$ cat src/rtl/assert_macros.svh
// Assertion macros shared by the RTL of the ordered array list engine.
// Uses clk_i and rst_ni of the module that includes this file.
`ifndef ASSERT_MACROS_SVH
`define ASSERT_MACROS_SVH
`ifndef SYNTH
// The property must hold at every clock edge outside reset.
`define ASSERT_ALWAYS(label, prop) \
  label: assert property (@(posedge clk_i) disable iff (!rst_ni) (prop)) \
    else $error("assertion failed");
// The condition must never be true at a clock edge outside reset.
`define ASSERT_NEVER(label, prop) \
  label: assert property (@(posedge clk_i) disable iff (!rst_ni) (!(prop))) \
    else $error("assertion failed");
`else
`define ASSERT_ALWAYS(label, prop)
`define ASSERT_NEVER(label, prop)
`endif
`endif

$ cat src/rtl/oale_pkg.sv
// Package of the ordered array list engine: sizes, mode and status codes, states.
// No dependencies; used by the top level.
`default_nettype none

package oale_pkg;

  // Store size and derived widths.
  localparam int CAPACITY = 128;
  localparam int DATA_W   = 8;
  localparam int POS_W    = 8;
  localparam int ADDR_W   = (CAPACITY > 1) ? $clog2(CAPACITY) : 1;
  localparam int CNT_W    = $clog2(CAPACITY + 1);
  // Width for comparing positions against the element count without overflow.
  localparam int CMP_W    = ((CNT_W > POS_W) ? CNT_W : POS_W) + 1;

  // Request modes.
  typedef enum logic [2:0] {
    MODE_INSERT    = 3'd0,
    MODE_DELETE    = 3'd1,
    MODE_READ      = 3'd2,
    MODE_FIND      = 3'd3,
    MODE_DEL_VALUE = 3'd4,
    MODE_MAX       = 3'd5,
    MODE_CLEAR     = 3'd6
  } mode_e;

  // Result status codes.
  typedef enum logic [2:0] {
    STATUS_OK        = 3'd0,
    STATUS_BAD_POS   = 3'd1,
    STATUS_FULL      = 3'd2,
    STATUS_NOT_FOUND = 3'd3,
    STATUS_EMPTY     = 3'd4
  } status_e;

  // Sequencer states.
  typedef enum logic [3:0] {
    ST_IDLE,
    ST_SHIFT_UP,
    ST_SHIFT_DN,
    ST_TAIL,
    ST_PUT,
    ST_READ,
    ST_READ_WAIT,
    ST_SCAN,
    ST_DONE
  } state_e;

endpackage

`default_nettype wire

$ cat src/rtl/oale_ram.sv
// Generic single-clock RAM with one write port and one registered read port.
// No dependencies.
`default_nettype none

module oale_ram #(
  parameter int WIDTH = 8,
  parameter int DEPTH = 128
) (
  input  wire logic                             clk_i,
  input  wire logic                             we_i,
  input  wire logic [$clog2(DEPTH)-1:0]         waddr_i,
  input  wire logic [WIDTH-1:0]                 wdata_i,
  input  wire logic [$clog2(DEPTH)-1:0]         raddr_i,
  output logic      [WIDTH-1:0]                 rdata_o
);

  logic [WIDTH-1:0] mem_q [DEPTH];

  // Write port.
  always_ff @(posedge clk_i) begin
    if (we_i) begin
      mem_q[waddr_i] <= wdata_i;
    end
  end

  // Registered read port.
  always_ff @(posedge clk_i) begin
    rdata_o <= mem_q[raddr_i];
  end

endmodule

`default_nettype wire

$ cat src/rtl/ordered_array_list_engine.sv
// Top level of the ordered array list engine: request sequencer and element store.
// Depends on oale_pkg, oale_ram and assert_macros.svh.
//
//   channel | direction | handshake               | payload
//   --------+-----------+-------------------------+------------------------------------
//   in      | input     | in_valid_i / in_ready_o | mode_i, position_i, value_i
//   out     | output    | out_valid_o/out_ready_i | status_o, value_out_o, position_out_o,
//           |           |                         | length_o, empty_res_o
//
// A single RAM with one read and one write port is walked one element per cycle:
// insert and delete move every element behind the position, find and max read up to
// the whole list, and delete by value first finds, then moves.
// in_ready_o is high only while the sequencer is idle; a finished result waits in the
// output register while the next item is accepted. Reset empties the list at once.

`default_nettype none
`include "assert_macros.svh"

module ordered_array_list_engine (
  input  wire logic                       clk_i,
  input  wire logic                       rst_ni,
  input  wire logic                       in_valid_i,
  output logic                            in_ready_o,
  input  wire logic [2:0]                 mode_i,
  input  wire logic [7:0]                 position_i,
  input  wire logic signed [7:0]          value_i,
  output logic                            out_valid_o,
  input  wire logic                       out_ready_i,
  output logic [2:0]                      status_o,
  output logic signed [7:0]               value_out_o,
  output logic [7:0]                      position_out_o,
  output logic [7:0]                      length_o,
  output logic                            empty_res_o
);

  localparam int AW = oale_pkg::ADDR_W;
  localparam int CW = oale_pkg::CMP_W;
  localparam int NW = oale_pkg::CNT_W;
  localparam int PW = oale_pkg::POS_W;

  oale_pkg::state_e  state_q, state_d;
  oale_pkg::mode_e   mode_q, mode_d;
  oale_pkg::status_e status_q, status_d;

  logic signed [7:0] val_q, val_d;
  logic signed [7:0] vout_q, vout_d;
  logic [PW-1:0]     pout_q, pout_d;
  logic [NW-1:0]     count_q, count_d;
  logic [AW-1:0]     ptr_q, ptr_d;
  logic [AW-1:0]     tgt_q, tgt_d;
  logic [AW-1:0]     wa_q, wa_d;
  logic [AW-1:0]     pidx_q, pidx_d;
  logic              pend_q, pend_d;
  logic              cap_q, cap_d;
  logic              issued_q, issued_d;

  logic              ovalid_q, ovalid_d;
  oale_pkg::status_e ostatus_q, ostatus_d;
  logic signed [7:0] ovalue_q, ovalue_d;
  logic [PW-1:0]     opos_q, opos_d;
  logic [PW-1:0]     olen_q, olen_d;
  logic              oempty_q, oempty_d;

  logic              ram_we;
  logic [AW-1:0]     ram_wa;
  logic [7:0]        ram_wd;
  logic [AW-1:0]     ram_ra;
  logic [7:0]        ram_rd;

  logic [CW-1:0]     pos_c;
  logic [CW-1:0]     cnt_c;
  logic              ins_ok;
  logic              rng_ok;
  logic              is_full;
  logic              is_empty;
  logic              accept;
  logic              out_free;
  logic              match;
  logic              scan_last;
  logic [AW-1:0]     idx_in;
  logic [AW-1:0]     last_idx;
  logic [PW-1:0]     pidx_pos;
  oale_pkg::mode_e   mode_in;

  // Request decode against the current element count.
  assign mode_in   = oale_pkg::mode_e'(mode_i);
  assign pos_c     = CW'(position_i);
  assign cnt_c     = CW'(count_q);
  assign ins_ok    = (pos_c != '0) && (pos_c <= cnt_c + CW'(1));
  assign rng_ok    = (pos_c != '0) && (pos_c <= cnt_c);
  assign is_full   = (cnt_c >= CW'(oale_pkg::CAPACITY));
  assign is_empty  = (count_q == '0);
  assign idx_in    = AW'(pos_c - CW'(1));
  assign last_idx  = AW'(cnt_c - CW'(1));
  assign pidx_pos  = PW'(CW'(pidx_q) + CW'(1));
  assign match     = ($signed(ram_rd) == val_q);
  assign scan_last = (pidx_q == last_idx);

  assign in_ready_o = (state_q == oale_pkg::ST_IDLE);
  assign accept     = in_valid_i && in_ready_o;
  assign out_free   = !ovalid_q || out_ready_i;

  // Element store.
  oale_ram #(
    .WIDTH(oale_pkg::DATA_W),
    .DEPTH(oale_pkg::CAPACITY)
  ) u_store (
    .clk_i  (clk_i),
    .we_i   (ram_we),
    .waddr_i(ram_wa),
    .wdata_i(ram_wd),
    .raddr_i(ram_ra),
    .rdata_o(ram_rd)
  );

  // Next state of the sequencer.
  always_comb begin
    state_d = state_q;
    unique case (state_q)
      oale_pkg::ST_IDLE: begin
        if (in_valid_i) begin
          unique case (mode_in)
            oale_pkg::MODE_INSERT: begin
              if (is_full || !ins_ok) begin
                state_d = oale_pkg::ST_DONE;
              end else if (pos_c == cnt_c + CW'(1)) begin
                state_d = oale_pkg::ST_PUT;
              end else begin
                state_d = oale_pkg::ST_SHIFT_UP;
              end
            end
            oale_pkg::MODE_DELETE: begin
              state_d = rng_ok ? oale_pkg::ST_SHIFT_DN : oale_pkg::ST_DONE;
            end
            oale_pkg::MODE_READ: begin
              state_d = rng_ok ? oale_pkg::ST_READ : oale_pkg::ST_DONE;
            end
            oale_pkg::MODE_FIND, oale_pkg::MODE_DEL_VALUE, oale_pkg::MODE_MAX: begin
              state_d = is_empty ? oale_pkg::ST_DONE : oale_pkg::ST_SCAN;
            end
            default: begin
              state_d = oale_pkg::ST_DONE;
            end
          endcase
        end
      end
      oale_pkg::ST_SHIFT_UP: begin
        if (ptr_q == tgt_q) begin
          state_d = oale_pkg::ST_TAIL;
        end
      end
      oale_pkg::ST_SHIFT_DN: begin
        if (ptr_q == last_idx) begin
          state_d = oale_pkg::ST_TAIL;
        end
      end
      oale_pkg::ST_TAIL: begin
        state_d = (mode_q == oale_pkg::MODE_INSERT) ? oale_pkg::ST_PUT : oale_pkg::ST_DONE;
      end
      oale_pkg::ST_PUT: begin
        state_d = oale_pkg::ST_DONE;
      end
      oale_pkg::ST_READ: begin
        state_d = oale_pkg::ST_READ_WAIT;
      end
      oale_pkg::ST_READ_WAIT: begin
        state_d = oale_pkg::ST_DONE;
      end
      oale_pkg::ST_SCAN: begin
        if (pend_q) begin
          if (mode_q != oale_pkg::MODE_MAX && match) begin
            state_d = (mode_q == oale_pkg::MODE_DEL_VALUE) ?
                      oale_pkg::ST_SHIFT_DN : oale_pkg::ST_DONE;
          end else if (scan_last) begin
            state_d = oale_pkg::ST_DONE;
          end
        end
      end
      oale_pkg::ST_DONE: begin
        if (out_free) begin
          state_d = oale_pkg::ST_IDLE;
        end
      end
      default: begin
        state_d = oale_pkg::ST_IDLE;
      end
    endcase
  end

  // Datapath and store control for each state.
  always_comb begin
    mode_d    = mode_q;
    status_d  = status_q;
    val_d     = val_q;
    vout_d    = vout_q;
    pout_d    = pout_q;
    count_d   = count_q;
    ptr_d     = ptr_q;
    tgt_d     = tgt_q;
    wa_d      = wa_q;
    pidx_d    = pidx_q;
    pend_d    = 1'b0;
    cap_d     = 1'b0;
    issued_d  = issued_q;
    ovalid_d  = ovalid_q;
    ostatus_d = ostatus_q;
    ovalue_d  = ovalue_q;
    opos_d    = opos_q;
    olen_d    = olen_q;
    oempty_d  = oempty_q;
    ram_we    = 1'b0;
    ram_wa    = wa_q;
    ram_wd    = ram_rd;
    ram_ra    = ptr_q;

    if (ovalid_q && out_ready_i) begin
      ovalid_d = 1'b0;
    end

    // A pending shifted element lands in the cycle after its read; the first read
    // of a delete is the removed element itself.
    if (pend_q && (state_q == oale_pkg::ST_SHIFT_UP || state_q == oale_pkg::ST_SHIFT_DN ||
                   state_q == oale_pkg::ST_TAIL)) begin
      if (cap_q) begin
        vout_d = $signed(ram_rd);
      end else begin
        ram_we = 1'b1;
      end
    end

    unique case (state_q)
      oale_pkg::ST_IDLE: begin
        if (accept) begin
          mode_d   = mode_in;
          val_d    = value_i;
          status_d = oale_pkg::STATUS_OK;
          vout_d   = '0;
          pout_d   = '0;
          issued_d = 1'b0;
          unique case (mode_in)
            oale_pkg::MODE_INSERT: begin
              if (is_full) begin
                status_d = oale_pkg::STATUS_FULL;
              end else if (!ins_ok) begin
                status_d = oale_pkg::STATUS_BAD_POS;
              end else begin
                pout_d = position_i;
                tgt_d  = idx_in;
                ptr_d  = last_idx;
              end
            end
            oale_pkg::MODE_DELETE, oale_pkg::MODE_READ: begin
              if (!rng_ok) begin
                status_d = oale_pkg::STATUS_BAD_POS;
              end else begin
                pout_d = position_i;
                tgt_d  = idx_in;
                ptr_d  = idx_in;
              end
            end
            oale_pkg::MODE_FIND, oale_pkg::MODE_DEL_VALUE: begin
              ptr_d = '0;
              if (is_empty) begin
                status_d = oale_pkg::STATUS_NOT_FOUND;
              end
            end
            oale_pkg::MODE_MAX: begin
              ptr_d = '0;
              if (is_empty) begin
                status_d = oale_pkg::STATUS_EMPTY;
              end
            end
            oale_pkg::MODE_CLEAR: begin
              count_d = '0;
            end
            default: begin
            end
          endcase
        end
      end
      // Walk down from the last element, each moved up by one place.
      oale_pkg::ST_SHIFT_UP: begin
        pend_d = 1'b1;
        wa_d   = ptr_q + AW'(1);
        if (ptr_q != tgt_q) begin
          ptr_d = ptr_q - AW'(1);
        end
      end
      // Walk up from the removed element, each later one moved down by one place.
      oale_pkg::ST_SHIFT_DN: begin
        pend_d = 1'b1;
        cap_d  = (ptr_q == tgt_q);
        wa_d   = ptr_q - AW'(1);
        if (ptr_q != last_idx) begin
          ptr_d = ptr_q + AW'(1);
        end
      end
      oale_pkg::ST_TAIL: begin
        if (mode_q != oale_pkg::MODE_INSERT) begin
          count_d = count_q - NW'(1);
        end
      end
      oale_pkg::ST_PUT: begin
        ram_we  = 1'b1;
        ram_wa  = tgt_q;
        ram_wd  = val_q;
        count_d = count_q + NW'(1);
      end
      oale_pkg::ST_READ: begin
      end
      oale_pkg::ST_READ_WAIT: begin
        vout_d = $signed(ram_rd);
      end
      // Read one element per cycle and compare the one read in the cycle before.
      oale_pkg::ST_SCAN: begin
        if (!issued_q) begin
          pend_d = 1'b1;
          pidx_d = ptr_q;
          if (ptr_q == last_idx) begin
            issued_d = 1'b1;
          end else begin
            ptr_d = ptr_q + AW'(1);
          end
        end
        if (pend_q) begin
          if (mode_q == oale_pkg::MODE_MAX) begin
            if (pidx_q == '0 || $signed(ram_rd) > vout_q) begin
              vout_d = $signed(ram_rd);
              pout_d = pidx_pos;
            end
          end else if (match) begin
            vout_d = $signed(ram_rd);
            pout_d = pidx_pos;
            tgt_d  = pidx_q;
            ptr_d  = pidx_q;
            pend_d = 1'b0;
          end else if (scan_last) begin
            status_d = oale_pkg::STATUS_NOT_FOUND;
          end
        end
      end
      oale_pkg::ST_DONE: begin
        if (out_free) begin
          ovalid_d  = 1'b1;
          ostatus_d = status_q;
          ovalue_d  = vout_q;
          opos_d    = pout_q;
          olen_d    = PW'(count_q);
          oempty_d  = is_empty;
        end
      end
      default: begin
      end
    endcase
  end

  // Control registers.
  always_ff @(posedge clk_i or negedge rst_ni) begin
    if (!rst_ni) begin
      state_q  <= oale_pkg::ST_IDLE;
      count_q  <= '0;
      pend_q   <= 1'b0;
      cap_q    <= 1'b0;
      issued_q <= 1'b0;
      ovalid_q <= 1'b0;
    end else begin
      state_q  <= state_d;
      count_q  <= count_d;
      pend_q   <= pend_d;
      cap_q    <= cap_d;
      issued_q <= issued_d;
      ovalid_q <= ovalid_d;
    end
  end

  // Payload registers.
  always_ff @(posedge clk_i) begin
    mode_q    <= mode_d;
    status_q  <= status_d;
    val_q     <= val_d;
    vout_q    <= vout_d;
    pout_q    <= pout_d;
    ptr_q     <= ptr_d;
    tgt_q     <= tgt_d;
    wa_q      <= wa_d;
    pidx_q    <= pidx_d;
    ostatus_q <= ostatus_d;
    ovalue_q  <= ovalue_d;
    opos_q    <= opos_d;
    olen_q    <= olen_d;
    oempty_q  <= oempty_d;
  end

  assign out_valid_o    = ovalid_q;
  assign status_o       = ostatus_q;
  assign value_out_o    = ovalue_q;
  assign position_out_o = opos_q;
  assign length_o       = olen_q;
  assign empty_res_o    = oempty_q;

  // The list never grows beyond the store.
  `ASSERT_ALWAYS(count_bound_a, count_q <= NW'(oale_pkg::CAPACITY))
  // The count moves by at most one per cycle, or drops to zero on clear.
  `ASSERT_ALWAYS(count_step_a, (count_q == '0) || (count_q - $past(count_q) + NW'(1) <= NW'(2)))
  // The scan never reads past the last element in use.
  `ASSERT_ALWAYS(scan_ptr_a, (state_q == oale_pkg::ST_SCAN && !issued_q) |-> (ptr_q <= last_idx))
  // The store is never written while the sequencer waits for an item.
  `ASSERT_NEVER(idle_write_a, ram_we && state_q == oale_pkg::ST_IDLE)

endmodule

`default_nettype wire
$ cat config.mk
export PLATFORM = sky130hd
export DESIGN_NAME = ordered_array_list_engine
export DESIGN_NICKNAME = d
export VERILOG_FILES = /design/src/rtl/oale_pkg.sv /design/src/rtl/oale_ram.sv /design/src/rtl/ordered_array_list_engine.sv
export VERILOG_INCLUDE_DIRS = /design/src /design/src/rtl
export SDC_FILE = /design/constraint.sdc
export NUM_CORES = 1
export LEC_CHECK = 0
export ABC_AREA = 1
export BUFFER_PORTS_ARGS = -buffer_cell sky130_fd_sc_hd__buf_4
export CAP_MARGIN = 20
export CELL_PAD_IN_SITES_DETAIL_PLACEMENT = 0
export CELL_PAD_IN_SITES_GLOBAL_PLACEMENT = 1
export CORE_ASPECT_RATIO = 1.25
export CORE_MARGIN = 4
export CORE_UTILIZATION = 35
export DETAILED_ROUTE_END_ITERATION = 6
export PLACE_DENSITY = 0.69
export RECOVER_POWER = 25
export SLEW_MARGIN = 20
export SYNTH_ARGS = -nofsm -noshare
export SYNTH_HDL_FRONTEND = slang
export SYNTH_SLANG_ARGS = --single-unit
$ cat constraint.sdc
create_clock -name clk_i -period 10.5 [get_ports clk_i]
set_clock_uncertainty 0.2 [all_clocks]
set_input_delay 0.525 -clock clk_i [delete_from_list [all_inputs] [get_ports clk_i]]
set_output_delay 0.525 -clock clk_i [all_outputs]
set_load 0.03 [all_outputs]
# --- Word-level counts from Yosys, hierarchy flattened ---
# Memories as Yosys holds them, arrays and structs flattened. A register that Yosys moved wholly into a read port is not among the register bits.
# Index checks and enable logic that the tools add are counted.
word_totals:
  mem_count: 1
  word_cells: 211
  ram_bits: 1024
  regBits: 102
  in_bits: 23
  output_inout_bits: 30
op_classes:
  add_sub_neg: 8
  bitwise: 1
  mux: 92
  eq_ne: 46
  n_reduce_logical: 39
  magnitude_cmp: 4
mem_list:
  columns: ["memory", "words", "word_bits", "rd", "rd_ports_with_merged_regs", "write_ports", "line_no", "text"]
  rows:
  - ["u_store.mem_q", 128, 8, 1, 1, 1, "oale_ram.sv:17", "logic [WIDTH-1:0] mem_q [DEPTH];"]
ops:
  columns: ["op", "count"]
  rows:
  - ["8-bit 2-to-1 mux", 19]
  - ["7-bit 2-to-1 mux", 18]
  - ["4-bit 2-to-1 mux", 13]
  - ["8-bit one-hot mux with 3 select lines", 2]
  - ["7-bit one-hot mux with 2 select lines", 3]
  - ["4-bit one-hot mux with 8 select lines", 1]
  - ["8-bit one-hot mux with 2 select lines", 2]
  - ["7-bit one-hot mux with 4 select lines", 1]
  - ["7-bit == test", 3]
  - ["3-bit 2-to-1 mux", 7]
  - ["3-bit inequality test (second input constant)", 7]
  - ["7-bit one-hot mux with 3 select lines", 1]
  - ["7-bit by 1-bit subtractor with 7-bit output (second input constant)", 3]
  - ["1-bit 2-to-1 mux", 18]
  - ["4-bit by 3-bit == test with 1-bit output (second input constant)", 4]
  - ["2-bit inequality test (second input constant)", 8]
  - ["4-bit one-hot mux with 4 select lines", 1]
  - ["3-bit == test (second input constant)", 5]
  - ["7-bit inequality test", 2]
  - ["2-bit by 1-bit inequality test with 1-bit output (second input constant)", 6]
  - ["3-bit one-hot mux with 4 select lines", 1]
  - ["6-bit AND reduction", 2]
  - ["8-bit by 1-bit adder with 9-bit output (second input constant)", 1]
  - ["8-bit by 9-bit == test with 1-bit output", 1]
  - ["38 further kinds", 61]

# --- Longest topological paths before layout ---
logic_depth:
  ltp_word: 9
  ltp_mapped: 18
  mapped_depth_nobuf: 18

# --- Modules after synthesis ---
# Synthesis repeated with hierarchy kept, for this count alone.
hier_totals:
  hier_cells: 4453
  area_unflattened_um2: 49054.5
modules_own_cells:
  columns: ["mod", "cells_each", "n_inst", "area_each_um2", "seq_area_each_um2"]
  rows:
  - ["oale_ram", 3575, 1, 42104.1, 30909.6]
  - ["ordered_array_list_engine", 878, 1, 6950.4, 2902.8]

# --- Worst setup path after synthesis ---
# OpenSTA, ideal clock, no wires.
synth_path:
  kind: "register -> register"
  startpoint: "reg state_q[2]"
  endpoint: "mem u_store.mem_q[0][0], data pin"
  t_arrival_ns: 6.013
  path_buffers: 2
  path_stages_with_launch: 8
  period_less_slack_ns: 7.411
  setup_time_ns: 1.197
  required_time_ns: 9.103
  path_slack_ns: 3.089
  path_cell_list: "dfrtp_1 inv_2 nor2_1 inv_2 nor2_8 buf_4 clkbuf_1 o21ai_0"
synth_via:
  elab_chain_len: 2
synth_lines:
  columns: ["item", "line_no", "text"]
  rows:
  - ["start, declared", "ordered_array_list_engine.sv:41", "oale_pkg::state_e state_q, state_d;"]
  - ["start signal, assigned", "ordered_array_list_engine.sv:360", "state_q <= oale_pkg::ST_IDLE;"]
  - ["start signal, assigned", "ordered_array_list_engine.sv:367", "state_q <= state_d;"]
  - ["4-bit by 3-bit == test with 1-bit output", "ordered_array_list_engine.sv:231", "unique case (state_q)"]
  - ["8-bit 2-to-1 mux", "ordered_array_list_engine.sv:231", null]
  - ["net ram_wd[0]", "ordered_array_list_engine.sv:66", "logic [7:0] ram_wd;"]
  - ["end, declared", "oale_ram.sv:17", null]
# The timed path passes the listed nets, and every way through them passes these cells.

==> impl_metrics.prom <==
# TYPE chip_impl_metric gauge
chip_impl_info{name="run_status",value="complete, but fails checks"} 1
chip_impl_info{name="violations_in_the_final_reports",value="capacitance limit, slew limit"} 1
chip_impl_metric{name="final_max_slew_viol_count",unit=""} 588
chip_impl_metric{name="hold_violation_total_from_the_final_report",unit=""} 0
chip_impl_metric{name="post-dp-hpwl",unit="um"} 80040
chip_impl_metric{name="sequentialPowerShare",unit="%"} 37.2
chip_impl_metric{name="fin_hold_ws",unit="ns"} 0.05130
chip_impl_info{name="root_buffer",value="sky130_fd_sc_hd__clkbuf_16"} 1
chip_impl_metric{name="dr.first_iter.drc_count",unit=""} 2738
chip_impl_info{name="crit_path_capture_type",value="flip-flop"} 1
chip_impl_metric{name="core.rowCount",unit=""} 151
chip_impl_metric{name="post_route_cells_drive_above_1_share",unit="%"} 6.907
chip_impl_metric{name="die-width",unit="um"} 338.3
chip_impl_metric{name="final_cells",unit=""} 5857
chip_impl_metric{name="grt_antenna_before_repair",unit=""} 0
chip_impl_metric{name="overflow_left_after_global_routing",unit=""} 0
chip_impl_metric{name="maxSlewHeadroom",unit="%"} -167.7
chip_impl_info{name="tritoncts",value="built"} 1
chip_impl_metric{name="numClockSinks",unit=""} 1134
chip_impl_metric{name="place_inst",unit=""} 5637
chip_impl_metric{name="synth.top_cell.area_share",unit="%"} 69.34
chip_impl_metric{name="power-per-cell-area",unit="nW/um2"} 312.8
chip_impl_metric{name="ios",unit=""} 53
chip_impl_info{name="synth.top_cells.by_area",value="sky130_fd_sc_hd__edfxtp_1, sky130_fd_sc_hd__nor2_1, sky130_fd_sc_hd__o21ai_0, sky130_fd_sc_hd__nand2_1, sky130_fd_sc_hd__o22ai_1"} 1
chip_impl_metric{name="detail_route.wl_per_cell",unit="um"} 23.42
chip_impl_info{name="min-delay-path-class",value="input pin to flip-flop"} 1
chip_impl_metric{name="postSynthRegisterBits",unit=""} 1134
chip_impl_metric{name="dpl_worst_slack",unit="ns"} 6.157
chip_impl_metric{name="area.growth.synth_to_final",unit="%"} 12.01
chip_impl_metric{name="post_synth_num_cell_types",unit=""} 53
chip_impl_metric{name="postSynthCellCount",unit=""} 4015
chip_impl_metric{name="remaining_drc_errors",unit=""} 0
chip_impl_metric{name="synth-edff-count",unit=""} 1102
chip_impl_metric{name="synthesis.area_per_instance",unit="um2"} 11.89
chip_impl_metric{name="clock_path_buffers",unit=""} 3
chip_impl_metric{name="maxClockFrequency",unit="MHz"} 148.9
chip_impl_info{name="ys_dominant_reg_cell",value="sky130_fd_sc_hd__edfxtp_1"} 1
chip_impl_metric{name="place.gp.congestion",unit=""} 0.8371
chip_impl_metric{name="asyncSetResetFlopFracSynth",unit="%"} 1.411
chip_impl_metric{name="synth-seq-area-share",unit="%"} 70.85
chip_impl_info{name="crit_path_start_kind",value="flip-flop"} 1
chip_impl_metric{name="die_h",unit="um"} 420.8
chip_impl_metric{name="synth_fp_nets",unit=""} 4078
chip_impl_metric{name="power_frac_comb",unit="%"} 38.1
chip_impl_metric{name="switching_part_of_the_total",unit="%"} 40.72
chip_impl_metric{name="totalWireLength",unit="um"} 137100
chip_impl_metric{name="leakage_power_of_the_design",unit="nW"} 17.36
chip_impl_metric{name="cts_inserted_buffers",unit=""} 106
chip_impl_metric{name="report.final.setup_viol",unit=""} 0
chip_impl_info{name="synthDominantAreaCellType",value="sky130_fd_sc_hd__edfxtp_1"} 1
chip_impl_metric{name="stdcell_area",unit="um2"} 53450
chip_impl_metric{name="timing.critical_path.arrival",unit="ns"} 7.19
chip_impl_metric{name="globalRouteTotalUtil",unit="%"} 18.70
chip_impl_metric{name="nNetsFinal",unit=""} 4070
chip_impl_metric{name="timing.critical_path.required",unit="ns"} 10.97
chip_impl_metric{name="placed_cell_area",unit="um2"} 49830
chip_impl_metric{name="ir_drop",unit="mV"} 0.3716
chip_impl_metric{name="firstDrtPassIters",unit=""} 6
chip_impl_metric{name="grt_start_max_net_pins",unit=""} 186
chip_impl_metric{name="postLayoutCoreUtil",unit="%"} 39.46
chip_impl_metric{name="count_of_maximum_capacitance_violations",unit=""} 8
chip_impl_metric{name="net_sw_power",unit="mW"} 6.808
chip_impl_metric{name="total_power",unit="mW"} 16.72
chip_impl_metric{name="cellInternalPower",unit="mW"} 9.911
chip_impl_metric{name="floorplan.die_area",unit="um2"} 142400
chip_impl_info{name="setup.worst_path.class",value="flip-flop to flip-flop"} 1
chip_impl_metric{name="clkLatencyLatePin",unit="ns"} 0.73
chip_impl_metric{name="finalCriticalPeriod",unit="ns"} 6.717
chip_impl_metric{name="postRouteAntennaNets",unit=""} 0
chip_impl_metric{name="yosysWarningCount",unit=""} 0
chip_impl_metric{name="port_buffers",unit=""} 52
chip_impl_metric{name="core-area",unit="um2"} 135500
chip_impl_metric{name="grt_pass1_wl",unit="um"} 201900
chip_impl_info{name="grt_setup_unrepaired",value="no"} 1
chip_impl_metric{name="routed_via_density",unit=""} 5.432
chip_impl_metric{name="initial_core_util",unit="%"} 35.23
chip_impl_info{name="ys_top_cells_by_count",value="sky130_fd_sc_hd__edfxtp_1, sky130_fd_sc_hd__nor2_1, sky130_fd_sc_hd__o21ai_0"} 1
chip_impl_metric{name="final.setup.worst_slack",unit="ns"} 3.783
chip_impl_metric{name="worst_pin_slew",unit="ns"} 4.016
chip_impl_metric{name="cp_max_fo",unit=""} 185
chip_impl_metric{name="setup-tns-final",unit="ns"} 0
chip_impl_metric{name="timing.final.crit_share",unit="%"} 63.97
chip_impl_metric{name="h_tree_depth",unit=""} 3
chip_impl_metric{name="pwr-share-clk",unit="%"} 24.6
chip_impl_metric{name="first_global_vias",unit=""} 31220
chip_impl_metric{name="cts_repair_resized_insts",unit=""} 0
chip_impl_info{name="yosys.cell_count.top_type",value="sky130_fd_sc_hd__edfxtp_1"} 1
chip_impl_metric{name="path_clk_slew",unit="ns"} 0.07
chip_impl_metric{name="synth_area",unit="um2"} 47720
chip_impl_metric{name="vias",unit=""} 31820
## cell families after synthesis
group,Yosys count,share of synthesized area (%)
xor+xnor,36,0.6922
simple gates,1489,12.89
buf+inv,365,3.157
fa+ha+maj,40,1.065
compound gates,951,11.35
flops,1134,70.85
## cell type report
cell class	count	area [um2]
diodes	1	2.502
repair buffers	127	852.1
inverters	122	471.7
flip-flops and latches	1134	33810
clock inverters	81	998.5
well taps	1759	2201
multi-input cells	2516	12400
clock buffers	117	2715
fillers	12810	82010
## registers in the layout (all words and copies together), names as in the netlist, 3 cells and up
register and flops:
pidx_q 7, ptr_q 7, mode_q 3, count_q 8, tgt_q 7, status_q 3
status_o 3, pout_q 8, wa_q 7, length_o 8, vout_q 8, u_store.mem_q 1024
position_out_o 8, val_q 8, value_out_o 8, state_q 4, u_store.rdata_o 8
## metal layers
metal / vias up / part of all wire, % / global-route usage, % / wire length, um
met5: - / 0 / 0 / 0
met4: 0 / 3.3 / 6.400 / 4593
met3: 233 / 5.9 / 2.656 / 8121
met2: 1082 / 51 / 33.61 / 69740
met1: 15920 / 40 / 23.17 / 54690
li1: 14580 / - / - / -
## critical path, stage by stage, from the launching register on
cell and delay [ns]:
sky130_fd_sc_hd__edfxtp_1 0.50, sky130_fd_sc_hd__buf_12 0.43, sky130_fd_sc_hd__clkbuf_1 2.86, sky130_fd_sc_hd__buf_4 0.98, sky130_fd_sc_hd__o21ai_0 0.19, sky130_fd_sc_hd__o211ai_1 0.53, sky130_fd_sc_hd__o211ai_1 0.15, sky130_fd_sc_hd__nand2_1 0.19
sky130_fd_sc_hd__nand3_1 0.09, sky130_fd_sc_hd__nand2_1 0.09, sky130_fd_sc_hd__nand2_1 0.06, sky130_fd_sc_hd__nand2_1 0.10
## power by group through the flow
stage | Clock (mW) | Combinational, mW | Sequential, mW
3_5_place_dp | 0 | 6.42 | 6.27
6_report | 4.12 | 6.38 | 6.22
4_1_cts | 4.18 | 6.45 | 6.17
5_1_grt | 4.36 | 6.91 | 6.24
3_3_place_gp | 0 | 6.42 | 6.27
2_1_floorplan | 0 | 3.84 | 6.50
## placed cells by master (no fill, tap or decap), types with 5 or more instances in the layout
cell type,n
sky130_fd_sc_hd__clkinv_2,16
sky130_fd_sc_hd__o21ai_0,577
sky130_fd_sc_hd__clkinv_1,23
sky130_fd_sc_hd__clkinvlp_4,7
sky130_fd_sc_hd__o21ai_1,9
sky130_fd_sc_hd__nor3_1,25
sky130_fd_sc_hd__or2_2,8
sky130_fd_sc_hd__nand4_1,65
sky130_fd_sc_hd__dlygate4sd3_1,21
sky130_fd_sc_hd__clkbuf_4,8
sky130_fd_sc_hd__dfrtp_1,16
sky130_fd_sc_hd__ha_1,39
sky130_fd_sc_hd__nor2_1,817
sky130_fd_sc_hd__xnor2_1,16
sky130_fd_sc_hd__nand3_1,153
sky130_fd_sc_hd__a21oi_1,56
sky130_fd_sc_hd__o21ai_2,5
sky130_fd_sc_hd__buf_4,52
sky130_fd_sc_hd__clkbuf_16,107
sky130_fd_sc_hd__o211ai_1,120
sky130_fd_sc_hd__bufinv_16,21
sky130_fd_sc_hd__o221ai_1,12
sky130_fd_sc_hd__clkinv_4,8
sky130_fd_sc_hd__o21ai_4,6
sky130_fd_sc_hd__inv_2,8
sky130_fd_sc_hd__dfxtp_1,16
sky130_fd_sc_hd__clkbuf_1,53
sky130_fd_sc_hd__edfxtp_1,1102
sky130_fd_sc_hd__inv_1,107
sky130_fd_sc_hd__nand2_1,389
sky130_fd_sc_hd__o22ai_1,146
sky130_fd_sc_hd__nor3_2,6
sky130_fd_sc_hd__inv_6,8
sky130_fd_sc_hd__nor2_2,6
sky130_fd_sc_hd__a211oi_1,6
sky130_fd_sc_hd__xor2_1,19
## timing repair
item / in CTS / in global routing
setup endpoints to repair: 0 / 0
hold buffers: 21 / 0
setup buffers: 0 / 0
endpoints found under the hold margin: 37 / 0
## path summary, 6_finish.rpt
| check | startpoint | end | depth (start not counted) | slack, ns |
|---|---|---|---|---|
| worst max-delay path | ptr_q[0] | u_store.rdata_o[7] | 11 | 3.78 |
| worst min-delay path | position_i[2] | pout_q[2] | 3 | 0.05 |
| worst max register to register | ptr_q[0] | u_store.rdata_o[7] | 11 | 3.78 |
| worst min register to register | pout_q[1] | position_out_o[1] | 0 | 0.22 |
| max in group asynchronous | rst_ni | out_valid_o | 3 | 8.56 |
| min in group asynchronous | rst_ni | cap_q | 3 | 0.94 |
Power figures use the tool's default switching activity.
